===== src/hdl/srr_pkg.sv =====
package srr_pkg;

	// Result item codes
	localparam logic       KIND_DATA    = 1'b0;
	localparam logic       KIND_ACK     = 1'b1;
	localparam logic [1:0] ACK_OK       = 2'd0;
	localparam logic [1:0] ACK_CSUM_ERR = 2'd1;
	localparam logic [1:0] ACK_SEQ_ERR  = 2'd2;
	localparam logic [4:0] ACK_NONE     = 5'h1F;

	// Microprogram addresses
	typedef enum logic [3:0] {
		STEP_IDLE      = 4'd0,
		STEP_CHK_SPACE = 4'd1,
		STEP_CHK_CSUM  = 4'd2,
		STEP_CHK_WIN   = 4'd3,
		STEP_CHK_EXP   = 4'd4,
		STEP_FIRST     = 4'd5,
		STEP_SCAN      = 4'd6,
		STEP_SEND      = 4'd7,
		STEP_ACK_OK    = 4'd8,
		STEP_ACK_CSUM  = 4'd9,
		STEP_ACK_SEQ   = 4'd10,
		STEP_STORE     = 4'd11
	} step_t;

	typedef enum logic [1:0] {
		BR_NEXT,
		BR_JUMP,
		BR_IF
	} br_t;

	typedef enum logic [2:0] {
		COND_DROP,
		COND_BAD_CSUM,
		COND_OUTSIDE,
		COND_NOT_EXP,
		COND_RUN_END
	} cond_t;

	typedef enum logic [2:0] {
		EMIT_NONE,
		EMIT_ITEM_PAY,
		EMIT_HELD_PAY,
		EMIT_ACK_OK,
		EMIT_ACK_CSUM,
		EMIT_ACK_SEQ
	} emit_t;

	// One control word of the microprogram
	typedef struct packed {
		logic  needs_in;
		logic  needs_out;
		br_t   br;
		cond_t cond;
		step_t target;
		emit_t emit;
		logic  ld_item;
		logic  scan_init;
		logic  scan_adv;
		logic  set_base;
		logic  upd_ack;
		logic  store;
	} ctrl_word_t;

	// Sequencer to datapath
	typedef struct packed {
		step_t      step;
		ctrl_word_t uw;
		logic       go;
	} srr_ctrl_t;

	// Datapath to sequencer
	typedef struct packed {
		logic in_valid;
		logic out_free;
		logic drop;
		logic bad_csum;
		logic outside;
		logic not_exp;
		logic run_end;
	} srr_stat_t;

	// Control store
	function automatic ctrl_word_t ucode(step_t s);
		ctrl_word_t w;
		w = '0;
		case (s)
			STEP_IDLE: begin
				w.needs_in = 1'b1;
				w.ld_item  = 1'b1;
			end
			STEP_CHK_SPACE: begin
				w.br     = BR_IF;
				w.cond   = COND_DROP;
				w.target = STEP_IDLE;
			end
			STEP_CHK_CSUM: begin
				w.br     = BR_IF;
				w.cond   = COND_BAD_CSUM;
				w.target = STEP_ACK_CSUM;
			end
			STEP_CHK_WIN: begin
				w.br     = BR_IF;
				w.cond   = COND_OUTSIDE;
				w.target = STEP_ACK_SEQ;
			end
			STEP_CHK_EXP: begin
				w.br     = BR_IF;
				w.cond   = COND_NOT_EXP;
				w.target = STEP_STORE;
			end
			STEP_FIRST: begin
				w.needs_out = 1'b1;
				w.emit      = EMIT_ITEM_PAY;
				w.scan_init = 1'b1;
			end
			STEP_SCAN: begin
				w.br     = BR_IF;
				w.cond   = COND_RUN_END;
				w.target = STEP_ACK_OK;
			end
			STEP_SEND: begin
				w.needs_out = 1'b1;
				w.emit      = EMIT_HELD_PAY;
				w.scan_adv  = 1'b1;
				w.br        = BR_JUMP;
				w.target    = STEP_SCAN;
			end
			STEP_ACK_OK: begin
				w.needs_out = 1'b1;
				w.emit      = EMIT_ACK_OK;
				w.set_base  = 1'b1;
				w.upd_ack   = 1'b1;
				w.br        = BR_JUMP;
				w.target    = STEP_IDLE;
			end
			STEP_ACK_CSUM: begin
				w.needs_out = 1'b1;
				w.emit      = EMIT_ACK_CSUM;
				w.br        = BR_JUMP;
				w.target    = STEP_IDLE;
			end
			STEP_ACK_SEQ: begin
				w.needs_out = 1'b1;
				w.emit      = EMIT_ACK_SEQ;
				w.upd_ack   = 1'b1;
				w.br        = BR_JUMP;
				w.target    = STEP_IDLE;
			end
			STEP_STORE: begin
				w.needs_out = 1'b1;
				w.emit      = EMIT_ACK_OK;
				w.store     = 1'b1;
				w.upd_ack   = 1'b1;
				w.br        = BR_JUMP;
				w.target    = STEP_IDLE;
			end
			default: begin
				w.br     = BR_JUMP;
				w.target = STEP_IDLE;
			end
		endcase
		return w;
	endfunction

endpackage


===== src/hdl/srr_if.sv =====
// Arriving packet channel
interface srr_pkt_if;
	logic        valid;
	logic        ready;
	logic [7:0]  seq_num;
	logic        checksum_ok;
	logic [63:0] payload;

	modport source (output valid, seq_num, checksum_ok, payload, input ready);
	modport sink   (input valid, seq_num, checksum_ok, payload, output ready);
endinterface

// Result channel: delivered payloads and acknowledgements
interface srr_res_if;
	logic              valid;
	logic              ready;
	logic              kind;
	logic [63:0]       data_out;
	logic signed [4:0] ack_num;
	logic [1:0]        ack_status;
	logic              last;

	modport source (output valid, kind, data_out, ack_num, ack_status, last, input ready);
	modport sink   (input valid, kind, data_out, ack_num, ack_status, last, output ready);
endinterface


===== src/hdl/selective_repeat_receiver_unit.sv =====
// Each packet passes the space, checksum, window and expected-sequence checks in turn.
// A dropped packet emits nothing; a checksum failure or a duplicate emits one ack; a
// buffered packet is stored and acked; an in-order packet emits its payload, its run of
// held payloads, then an ack. The microprogram steps one control word per cycle unless a
// step waits for a packet or a free result slot; a new packet is taken only when idle.
// Reset: window base 0, held flags cleared, last ack number -1; held RAM not cleared.
module selective_repeat_receiver_unit
	import srr_pkg::*;
#(
	parameter int SEQ_SPACE    = 16,
	parameter int WINDOW       = 8,
	parameter int PAYLOAD_BITS = 64
) (
	input  logic      clk,
	input  logic      arst_n,
	srr_pkt_if.sink   packet,
	srr_res_if.source result
);

	srr_ctrl_t ctrl;
	srr_stat_t stat;

	srr_sequencer u_seq (
		.clk   (clk),
		.arst_n(arst_n),
		.stat  (stat),
		.ctrl  (ctrl)
	);

	srr_datapath #(
		.SEQ_SPACE   (SEQ_SPACE),
		.WINDOW      (WINDOW),
		.PAYLOAD_BITS(PAYLOAD_BITS)
	) u_dp (
		.clk   (clk),
		.arst_n(arst_n),
		.ctrl  (ctrl),
		.stat  (stat),
		.packet(packet),
		.result(result)
	);

	// A packet transaction always leads to the sequence-space check
	a_accept_to_check: assert property (@(posedge clk) disable iff (!arst_n)
		(packet.valid && packet.ready) |=> (ctrl.step == STEP_CHK_SPACE))
		else $error("packet transaction not followed by the space check");

	// An emitting step always presents a result in the next cycle
	a_emit_valid: assert property (@(posedge clk) disable iff (!arst_n)
		(ctrl.go && ctrl.uw.emit != EMIT_NONE) |=> result.valid)
		else $error("emitted item not presented");

	// A held payload is only sent from a slot that is held and within the run limit
	a_send_held: assert property (@(posedge clk) disable iff (!arst_n)
		(ctrl.step == STEP_SEND) |-> !stat.run_end)
		else $error("sending from an empty slot or past the run limit");

	// Acknowledgements close every packet's results; payload items never do
	a_last_ack: assert property (@(posedge clk) disable iff (!arst_n)
		result.valid |-> (result.last == result.kind))
		else $error("last flag does not match item kind");

endmodule


===== src/hdl/srr_ram.sv =====
module srr_ram #(
	parameter int WIDTH = 64,
	parameter int DEPTH = 16
) (
	input  logic                     clk,
	input  logic                     we,
	input  logic [$clog2(DEPTH)-1:0] waddr,
	input  logic [WIDTH-1:0]         wdata,
	input  logic [$clog2(DEPTH)-1:0] raddr,
	output logic [WIDTH-1:0]         rdata
);

	logic [WIDTH-1:0] mem_q [DEPTH];

	// One write port, one registered read port
	always_ff @(posedge clk) begin
		if (we) begin
			mem_q[waddr] <= wdata;
		end
		rdata <= mem_q[raddr];
	end

endmodule


===== src/hdl/srr_sequencer.sv =====
module srr_sequencer
	import srr_pkg::*;
(
	input  logic      clk,
	input  logic      arst_n,
	input  srr_stat_t stat,
	output srr_ctrl_t ctrl
);

	step_t      step_q;
	step_t      step_d;
	ctrl_word_t uw;
	logic       go;
	logic       cond_hit;

	assign uw = ucode(step_q);

	// A step waits for an input transaction or a free output slot when it needs one
	assign go = (!uw.needs_in || stat.in_valid) && (!uw.needs_out || stat.out_free);

	// Condition select
	always_comb begin
		case (uw.cond)
			COND_DROP:     cond_hit = stat.drop;
			COND_BAD_CSUM: cond_hit = stat.bad_csum;
			COND_OUTSIDE:  cond_hit = stat.outside;
			COND_NOT_EXP:  cond_hit = stat.not_exp;
			COND_RUN_END:  cond_hit = stat.run_end;
			default:       cond_hit = 1'b0;
		endcase
	end

	// Next step
	always_comb begin
		step_d = step_q;
		if (go) begin
			case (uw.br)
				BR_NEXT: step_d = step_t'(step_q + 4'd1);
				BR_JUMP: step_d = uw.target;
				BR_IF:   step_d = cond_hit ? uw.target : step_t'(step_q + 4'd1);
				default: step_d = STEP_IDLE;
			endcase
		end
	end

	always_ff @(posedge clk or negedge arst_n) begin
		if (!arst_n) begin
			step_q <= STEP_IDLE;
		end else begin
			step_q <= step_d;
		end
	end

	assign ctrl.step = step_q;
	assign ctrl.uw   = uw;
	assign ctrl.go   = go;

endmodule


===== src/hdl/srr_datapath.sv =====
module srr_datapath
	import srr_pkg::*;
#(
	parameter int SEQ_SPACE    = 16,
	parameter int WINDOW       = 8,
	parameter int PAYLOAD_BITS = 64
) (
	input  logic       clk,
	input  logic       arst_n,
	input  srr_ctrl_t  ctrl,
	output srr_stat_t  stat,
	srr_pkt_if.sink    packet,
	srr_res_if.source  result
);

	localparam int BW       = $clog2(SEQ_SPACE);
	localparam int SCAN_MAX = (WINDOW - 1 < SEQ_SPACE - 1) ? WINDOW - 1 : SEQ_SPACE - 1;
	localparam int CW       = (SCAN_MAX < 2) ? 1 : $clog2(SCAN_MAX + 1);
	localparam logic [8:0]    SPACE9    = 9'(SEQ_SPACE);
	localparam logic [8:0]    WIN9      = 9'(WINDOW);
	localparam logic [BW:0]   SPACE_W   = (BW + 1)'(SEQ_SPACE);
	localparam logic [BW-1:0] LAST_SLOT = BW'(SEQ_SPACE - 1);
	localparam logic [CW-1:0] SCAN_LIM  = CW'(SCAN_MAX);

	// Latched packet
	logic [7:0]              seq_q;
	logic                    ok_q;
	logic [PAYLOAD_BITS-1:0] pay_q;

	// Receiver state
	logic [BW-1:0]        base_q;
	logic [SEQ_SPACE-1:0] held_q;
	logic [4:0]           last_acked_q;
	logic [BW-1:0]        slot_q;
	logic [CW-1:0]        cnt_q;

	// Output register
	logic              out_valid_q;
	logic              kind_q;
	logic [63:0]       data_q;
	logic [4:0]        ack_q;
	logic [1:0]        status_q;
	logic              last_q;

	logic [BW-1:0]           seq_idx;
	logic [BW:0]             diff;
	logic [BW:0]             offset;
	logic [PAYLOAD_BITS-1:0] ram_rdata;
	logic                    out_free;
	logic [63:0]             item_ext;
	logic [63:0]             held_ext;
	logic [BW-1:0]           slot_inc;
	logic [BW-1:0]           base_inc;
	logic                    do_store;

	assign packet.ready = ctrl.uw.needs_in;
	assign seq_idx      = seq_q[BW-1:0];
	assign out_free     = !out_valid_q || result.ready;
	assign do_store     = ctrl.go && ctrl.uw.store;

	// Window offset (seq - base) mod SEQ_SPACE
	always_comb begin
		diff   = {1'b0, seq_idx} - {1'b0, base_q};
		offset = (seq_idx < base_q) ? diff + SPACE_W : diff;
	end

	assign slot_inc = (slot_q == LAST_SLOT) ? '0 : slot_q + 1'b1;
	assign base_inc = (base_q == LAST_SLOT) ? '0 : base_q + 1'b1;

	// Status for the sequencer's jumps
	assign stat.in_valid = packet.valid;
	assign stat.out_free = out_free;
	assign stat.drop     = {1'b0, seq_q} >= SPACE9;
	assign stat.bad_csum = !ok_q;
	assign stat.outside  = 9'(offset) >= WIN9;
	assign stat.not_exp  = seq_idx != base_q;
	assign stat.run_end  = (cnt_q == SCAN_LIM) || !held_q[slot_q];

	// Held payload store, read at the scan slot
	srr_ram #(
		.WIDTH(PAYLOAD_BITS),
		.DEPTH(SEQ_SPACE)
	) u_held (
		.clk  (clk),
		.we   (do_store),
		.waddr(seq_idx),
		.wdata(pay_q),
		.raddr(slot_q),
		.rdata(ram_rdata)
	);

	// Packet latch
	always_ff @(posedge clk) begin
		if (ctrl.go && ctrl.uw.ld_item) begin
			seq_q <= packet.seq_num;
			ok_q  <= packet.checksum_ok;
			pay_q <= packet.payload[PAYLOAD_BITS-1:0];
		end
	end

	// Scan pointer and run count
	always_ff @(posedge clk) begin
		if (ctrl.go && ctrl.uw.scan_init) begin
			slot_q <= base_inc;
			cnt_q  <= '0;
		end else if (ctrl.go && ctrl.uw.scan_adv) begin
			slot_q <= slot_inc;
			cnt_q  <= cnt_q + 1'b1;
		end
	end

	// Window base, held flags, last ack number
	always_ff @(posedge clk or negedge arst_n) begin
		if (!arst_n) begin
			base_q       <= '0;
			held_q       <= '0;
			last_acked_q <= ACK_NONE;
		end else begin
			if (ctrl.go && ctrl.uw.set_base) begin
				base_q <= slot_q;
			end
			if (ctrl.go && ctrl.uw.scan_adv) begin
				held_q[slot_q] <= 1'b0;
			end
			if (do_store) begin
				held_q[seq_idx] <= 1'b1;
			end
			if (ctrl.go && ctrl.uw.upd_ack) begin
				last_acked_q <= seq_q[4:0];
			end
		end
	end

	always_comb begin
		item_ext = '0;
		held_ext = '0;
		item_ext[PAYLOAD_BITS-1:0] = pay_q;
		held_ext[PAYLOAD_BITS-1:0] = ram_rdata;
	end

	// Output valid
	always_ff @(posedge clk or negedge arst_n) begin
		if (!arst_n) begin
			out_valid_q <= 1'b0;
		end else if (ctrl.go && ctrl.uw.emit != EMIT_NONE) begin
			out_valid_q <= 1'b1;
		end else if (result.ready) begin
			out_valid_q <= 1'b0;
		end
	end

	// Output payload
	always_ff @(posedge clk) begin
		if (ctrl.go) begin
			case (ctrl.uw.emit)
				EMIT_ITEM_PAY: begin
					kind_q <= KIND_DATA; data_q <= item_ext;
					ack_q <= '0; status_q <= ACK_OK; last_q <= 1'b0;
				end
				EMIT_HELD_PAY: begin
					kind_q <= KIND_DATA; data_q <= held_ext;
					ack_q <= '0; status_q <= ACK_OK; last_q <= 1'b0;
				end
				EMIT_ACK_OK: begin
					kind_q <= KIND_ACK; data_q <= '0;
					ack_q <= seq_q[4:0]; status_q <= ACK_OK; last_q <= 1'b1;
				end
				EMIT_ACK_CSUM: begin
					kind_q <= KIND_ACK; data_q <= '0;
					ack_q <= last_acked_q; status_q <= ACK_CSUM_ERR; last_q <= 1'b1;
				end
				EMIT_ACK_SEQ: begin
					kind_q <= KIND_ACK; data_q <= '0;
					ack_q <= seq_q[4:0]; status_q <= ACK_SEQ_ERR; last_q <= 1'b1;
				end
				default: begin
				end
			endcase
		end
	end

	assign result.valid      = out_valid_q;
	assign result.kind       = kind_q;
	assign result.data_out   = data_q;
	assign result.ack_num    = $signed(ack_q);
	assign result.ack_status = status_q;
	assign result.last       = last_q;

endmodule

===== src/flat_wrapper.sv =====
// flat-port wrapper written by rule: the top's interface ports become plain ports
module selective_repeat_receiver_unit_flat import srr_pkg::*;
#(
	parameter int SEQ_SPACE    = 16,
	parameter int WINDOW       = 8,
	parameter int PAYLOAD_BITS = 64
)
  (clk, arst_n, packet_valid, packet_seq_num, packet_checksum_ok, packet_payload, packet_ready, result_valid, result_kind, result_data_out, result_ack_num, result_ack_status, result_last, result_ready);
  srr_pkt_if packet_i ();
  srr_res_if result_i ();
  input  logic clk;
  input  logic arst_n;
  input wire logic [$bits(packet_i.valid)-1:0] packet_valid;
  input wire logic [$bits(packet_i.seq_num)-1:0] packet_seq_num;
  input wire logic [$bits(packet_i.checksum_ok)-1:0] packet_checksum_ok;
  input wire logic [$bits(packet_i.payload)-1:0] packet_payload;
  output wire logic [$bits(packet_i.ready)-1:0] packet_ready;
  output wire logic [$bits(result_i.valid)-1:0] result_valid;
  output wire logic [$bits(result_i.kind)-1:0] result_kind;
  output wire logic [$bits(result_i.data_out)-1:0] result_data_out;
  output wire logic [$bits(result_i.ack_num)-1:0] result_ack_num;
  output wire logic [$bits(result_i.ack_status)-1:0] result_ack_status;
  output wire logic [$bits(result_i.last)-1:0] result_last;
  input wire logic [$bits(result_i.ready)-1:0] result_ready;
  assign packet_i.valid = packet_valid;
  assign packet_i.seq_num = packet_seq_num;
  assign packet_i.checksum_ok = packet_checksum_ok;
  assign packet_i.payload = packet_payload;
  assign packet_ready = packet_i.ready;
  assign result_valid = result_i.valid;
  assign result_kind = result_i.kind;
  assign result_data_out = result_i.data_out;
  assign result_ack_num = result_i.ack_num;
  assign result_ack_status = result_i.ack_status;
  assign result_last = result_i.last;
  assign result_i.ready = result_ready;
  selective_repeat_receiver_unit #(.SEQ_SPACE(SEQ_SPACE), .WINDOW(WINDOW), .PAYLOAD_BITS(PAYLOAD_BITS)) u_core (.clk(clk), .arst_n(arst_n), .packet(packet_i), .result(result_i));
endmodule

===== config.mk =====
export PLATFORM = sky130hd
export DESIGN_NAME = selective_repeat_receiver_unit_flat
export DESIGN_NICKNAME = d
export VERILOG_FILES = /design/src/hdl/srr_pkg.sv /design/src/hdl/srr_if.sv /design/src/hdl/selective_repeat_receiver_unit.sv /design/src/hdl/srr_ram.sv /design/src/hdl/srr_sequencer.sv /design/src/hdl/srr_datapath.sv /design/src/flat_wrapper.sv
export SDC_FILE = /design/constraint.sdc
export NUM_CORES = 1
export LEC_CHECK = 0
export BUFFER_PORTS_ARGS = -buffer_cell sky130_fd_sc_hd__buf_2
export CORE_ASPECT_RATIO = 1.5
export CORE_MARGIN = 3
export CORE_UTILIZATION = 60
export CTS_CLUSTER_DIAMETER = 30
export DETAILED_ROUTE_END_ITERATION = 8
export PLACE_DENSITY = 0.8
export SYNTH_ARGS = -nofsm -noshare
export SYNTH_HDL_FRONTEND = slang
export SYNTH_SLANG_ARGS = --single-unit

===== constraint.sdc =====
create_clock -name clk -period 13.3 [get_ports clk]
set_input_delay 2.66 -clock clk [delete_from_list [all_inputs] [get_ports clk]]
set_output_delay 2.66 -clock clk [all_outputs]
set_load 0.02 [all_outputs]

## Word-level counts from Yosys, hierarchy flattened

Memory sizes are Yosys's and may differ from the RTL's. A register that Yosys moved wholly into a read port is not among the register bits.
Cells that the tools add are included.
Widths: inputs -> output; s select.

- Shift-type cells: 0
- Magnitude comparators: 7
- Equality and inequality tests: 26
- Mux-type cells: 35
- Bitwise operators: 3
- Add/sub/neg operators: 6
- Divide/modulo/power cells: 0
- Reductions and logical operators: 42
- Multiply operators: 0

Operators with widths:

| cell | number |
|---|---|
| $pmux 64 s3 | 1 |
| $mux 16 | 2 |
| $eq 4x4->1 const B | 6 |
| $mux 4 | 5 |
| $pmux 4 s5 | 1 |
| $and 16x16->16 | 1 |
| $eq 4x3->1 const B | 4 |
| $not 16->16 | 1 |
| $or 16x16->16 | 1 |
| $pmux 3 s5 | 1 |
| $pmux 5 s3 | 1 |
| $mux 1 | 14 |
| $add 4x1->4 const B | 3 |
| $eq 3x2->1 const B | 4 |
| $eq 3x3->1 const B | 4 |
| $pmux 3 s4 | 1 |
| $pmux 4 s3 | 1 |
| $reduce_bool 3->1 | 4 |
| $logic_and 1x1->1 | 10 |
| $lt 4x5->1 const B | 2 |
| $reduce_or 3->1 | 3 |
| $demux 1 s4 | 2 |
| $eq 4x2->1 const B | 2 |
| $ge 4x1->1 const B | 2 |
| other kinds (27) | 43 |

- Flip-flop bits (word level): 182
- Memory bits (writable): 1024
- Memories kept: 1
- Output and inout bits: 75
- Bits in read-only memories: 0
- Input port bits: 77
- Word-level logic and storage cells: 134
- Latch bits: 0

Memory list:

| name | depth | width | rd ports | clocked after Yosys merged registers in | write ports | RTL line | text |
|---|---|---|---|---|---|---|---|
| u_core.u_dp.u_held.mem_q | 16 | 64 | 1 | 1 | 1 | srr_ram.sv:13 | `logic [WIDTH-1:0] mem_q [DEPTH];` |

## Logic depth before layout (Yosys ltp)

- Depth in word-level cells: 10
- Gate-level depth with buffers: 10

## Cells and area by module

A second synthesis with hierarchy kept.

- Cells, all modules: 2176
- Area, all modules: 47401.7 sq um

By module, submodules not included:

| module | times used | area an instance (sq um) | cells an instance |
|---|---|---|---|
| srr_ram | 1 | 39581.7 | 1647 |
| srr_datapath | 1 | 7078.0 | 432 |
| srr_sequencer | 1 | 742.0 | 97 |

## Least setup slack after synthesis

Ideal clock, no wire load.

- Path type: input -> register
- Start point: in result_ready
- End point: mem u_core.u_dp.u_held.mem_q[6][0] (enable)
- Stages: 4
- Required time: 12.722 ns
- Library setup time: 0.578 ns
- Arrival time: 7.943 ns
- Slack: 4.779 ns
- Path buffers: 0
- Path through: nand2b_1 o22ai_4 nor3_2 nor3b_1

- Cells in the longest elaborated chain, start to end: 6

RTL lines:

| what | RTL line | text |
|---|---|---|
| from (decl) | flat_wrapper.sv:24 | `input wire logic [$bits(result_i.ready)-1:0] result_ready;` |
| $logic_or 1x1->1 | srr_datapath.sv:58 | `assign out_free = !out_valid_q \|\| result.ready;` |
| $logic_or 1x1->1 | srr_sequencer.sv:19 | `assign go = (!uw.needs_in \|\| stat.in_valid) && (!uw.needs_out \|\| stat.out_free);` |
| $logic_and 1x1->1 | srr_sequencer.sv:19 |  |
| $logic_and 1x1->1 | srr_datapath.sv:59 | `assign do_store = ctrl.go && ctrl.uw.store;` |
| $mux 1 | srr_ram.sv:17 | `if (we) begin` |
| $mux 1 (implied by the code) | srr_ram.sv:18 | `mem_q[waddr] <= wdata;` |
| to (decl) | srr_ram.sv:13 |  |

No other way between the ends.

## Final worst setup path

- Start point: reg u_core.u_seq.step_q[0]
- End point: out packet_ready

- Cells in the longest elaborated chain, start to end: 2

RTL lines:

| what | RTL line | text |
|---|---|---|
| from (decl) | srr_sequencer.sv:10 | `step_t step_q;` |
| from (signal assigned) | srr_sequencer.sv:50 | `step_q <= step_d;` |
| $logic_not 4->1 | srr_pkg.sv:88 | `case (s)` |
| $mux 1 | srr_pkg.sv:88 |  |
| to (decl) | flat_wrapper.sv:17 | `output wire logic [$bits(packet_i.ready)-1:0] packet_ready;` |

No other way between the ends.

==> summary.txt <==
status -> complete, no violations
RSZ-0062 raised after global routing -> no
vias post-DR -> 23,800
die width -> 236 um
Worst R2R Setup Slack -> 8.79 ns
Synth Warn # -> 0
# resized after CTS -> 0
pwr dens -> 193 mW/mm2
Overflow after GRT -> 0
first-pass GRT wire length -> 172,000 um
Vias per Instance -> 6.80
total die area -> 0.0827 mm2
post-synthesis mux area share -> 15.6%
gpl congestion -> 0.837
clk_skew -> 0.0434 ns
DR iter-0 viols -> 3,143
DR pass1 iterations -> 6
Cells after Synth -> 2,139
CTS H-tree lvls -> 4
largest net degree at the start of global routing -> 177
IO Port Bufs -> 151
NumNets Final -> 2,453
Clk Tree Root Cell -> clkbuf_16
async set or reset register ratio after synthesis -> 2.36%
setup ws final -> 8.23 ns
measured slew at the worst slew-check pin -> 1.36 ns
complex-gate fraction of the synthesized area -> 2.00%
hold slack -> 0.482 ns
fin crit share -> 38.1%
count of pins over their slew limit -> 0
final setup fails -> 0
synth unique cells -> 60
DR WL/cell -> 33.1 um
post-DP HPWL -> 53,600 um
Yosys reg bits -> 1,270
drt drc -> 0
synthesized area per cell -> 22.2 um2
crit end category -> primary output
Final Critical Period -> 5.07 ns
Worst EP arrival -> 2.41 ns
ANT nets after route -> 0
RR Endpoint -> u_core.u_dp.u_held.mem_q[0][60]
Setup TNS Final -> 0 ns
Clock Latency Late Sink -> 0.74 ns
Initial Util -> 60.9%
Hold Vio Cnt, Final -> 0
Syn-to-layout area delta -> 15.0%
Reg clk slew, reported paths -> 0.05 ns
commonest non-fill, non-tap cell in the layout -> edfxtp_1
chip height -> 351 um
initial antenna violation count -> 3
XOR/XNOR Fraction of Synth Area -> 0.0922%
Post-Synth Simple-Gate Area -> 2.18%
cts hold-fix bufs -> 0
hold path endpoint -> u_core.u_dp.held_q[13]
Routed Wire Length -> 116,000 um
CTS tree -> yes
Bufs on Longest Clock Path -> 3
startpoint types -> flip-flop
clock sinks -> 1,270
row cnt -> 125
sequential-to-total area share from yosys stat -> 78.5%
ant diodes -> 0
worst hold-check path type -> flip-flop to flip-flop
worst reg-to-reg path cell count -> 9
# IOs -> 152
vias in the first global route -> 25,200
GRT Total Usage -> 28.7%
postcts setup bufs -> 0
worst hold path cell count -> 1
CP Class -> flip-flop to primary output
Leakage -> 17.9 nW
VDD IR-drop max -> 0.150 mV
fmax -> 0.197 GHz
area of the mapped netlist -> 0.0475 mm2
Max-Cap Viols -> 0
Synth Area in Adders -> 0.395%
Top FF cell, synth -> edfxtp_1
commonest cells after routing, fill and taps aside -> 1,173 x edfxtp_1, 320 x mux4_2, 158 x nand2_1
CORE AREA -> 0.0780 mm2
slew margin rel. -> 9.59%
Hold Startpoint -> u_core.u_dp.held_q[13]
Post-synth EDFFs -> 1,173
share of cells above drive strength 1 -> 32.7%
total CTS buffers -> 146
Fillers -> 4,209
total power -> 10.5 mW
reg-to-reg startpoint -> u_core.u_seq.step_q[0]
critical path peak fanout -> 14
Crit path required time -> 10.64 ns
Synthesized Nets -> 2,231
main combinational cell family by area after synthesis -> multiplexers
Place WS -> 7.67 ns
report_power, final:
group / leakage (nW) / switching (mW) / internal, mW
combinational: 3.87 / 0.596 / 0.308
sequential: 11.5 / 0.430 / 4.97
clock: 2.49 / 1.74 / 2.48
worst max-delay path, cell delays in order, from the launching register on:
cell,delay (ns)
dfrtp_1,0.46
inv_1,0.12
ha_1,0.48
nand2_1,0.32
inv_1,0.13
buf_2,0.17
cell type report:
class,instances,area (um2),area share (%)
inverters,19,71.3,0.131
clock buffers,167,3840,7.04
flip-flops and latches,1270,37300,68.3
clock inverters,106,1340,2.45
well taps,1016,1270,2.33
multi-input cells,741,9750,17.9
repair buffers,183,1020,1.87
synthesized netlist by cell type, types with 3 or more instances:
cell type,number,area (um2)
o211ai_1,4,30.0
dfstp_2,5,131
mux2_2,10,113
a211oi_1,4,30.0
or2_2,3,18.8
nand3_1,10,50.1
xor2_1,3,26.3
mux2i_1,7,70.1
a31oi_1,3,18.8
dfxtp_1,67,1340
nand2b_1,3,18.8
o2bb2ai_2,3,45.0
ha_1,15,188
mux4_2,320,7210
inv_1,19,71.3
nor3_1,7,35.0
clkbuf_1,65,244
and3_1,4,25.0
nor2b_1,6,37.5
edfxtp_1,1173,35200
o21ai_1,57,285
nor2_1,27,101
dfrtp_1,25,626
nand2_1,158,593
a21oi_1,11,55.1
buf_1,6,22.5
o21ai_0,32,160
a22o_1,10,87.6
o2bb2ai_1,5,43.8
buf_6,8,90.1
buf_2,28,140
worst max-delay path by stage:
| stage | from | endpoint | slack, ns | depth (start not counted) |
|---|---|---|---|---|
| after floorplan | result_ready | u_core.u_dp.u_held.mem_q[6][0] | 4.78 | 4 |
| after global placement | result_ready | u_core.u_dp.u_held.mem_q[0][21] | 7.76 | 7 |
| after detailed placement | result_ready | u_core.u_dp.u_held.mem_q[0][19] | 7.67 | 7 |
| after CTS | u_core.u_seq.step_q[0] | packet_ready | 8.23 | 5 |
| after global routing | u_core.u_seq.step_q[0] | packet_ready | 8.09 | 5 |
| final | u_core.u_seq.step_q[0] | packet_ready | 8.23 | 5 |
state kept, by name, summed over array words and instances, names as in the netlist:
signal,flops
u_core.u_dp.cnt_q,3
u_core.u_dp.result.ack_num,5
u_core.u_dp.u_held.mem_q,1024
u_core.u_seq.step_q,4
u_core.u_dp.result.ack_status,2
u_core.u_dp.item_ext,64
u_core.u_dp.seq_q,8
u_core.u_dp.ok_q,1
u_core.u_dp.base_q,4
u_core.u_dp.last_acked_q,5
u_core.u_dp.held_q,16
u_core.u_dp.u_held.rdata,64
u_core.u_dp.result.valid,1
u_core.u_dp.result.last,1
u_core.u_dp.slot_q,4
u_core.u_dp.result.data_out,64
per-layer routing:
layer	global-route usage, %	vias up	part of all wire [%]
met5	0	-	0.011
met4	12.9	2	4.1
met3	5.11	362	8.9
met2	48.8	1824	52
met1	36.8	12300	34
li1	-	9328	-
cell families (layout without fill, tap and decap cells):
logic type,Yosys count,after routing
simple gates,236,236
buf+inv,128,475
flops,1270,1270
compound gates,148,148
mux,337,337
fa+ha+maj,15,15
xor+xnor,5,5
through the flow:
step / area [um2] / cells / util [%]
after floorplan: 47500 / 2139 / -
after global placement: 49400 / 3229 / 63.3
after detailed placement: 49400 / 3229 / 63.3
after CTS: 54600 / 3502 / 70.0
after global routing: 54600 / 3502 / 70.0
final: 54600 / 3502 / 70.0
Power figures use the tool's default switching activity.
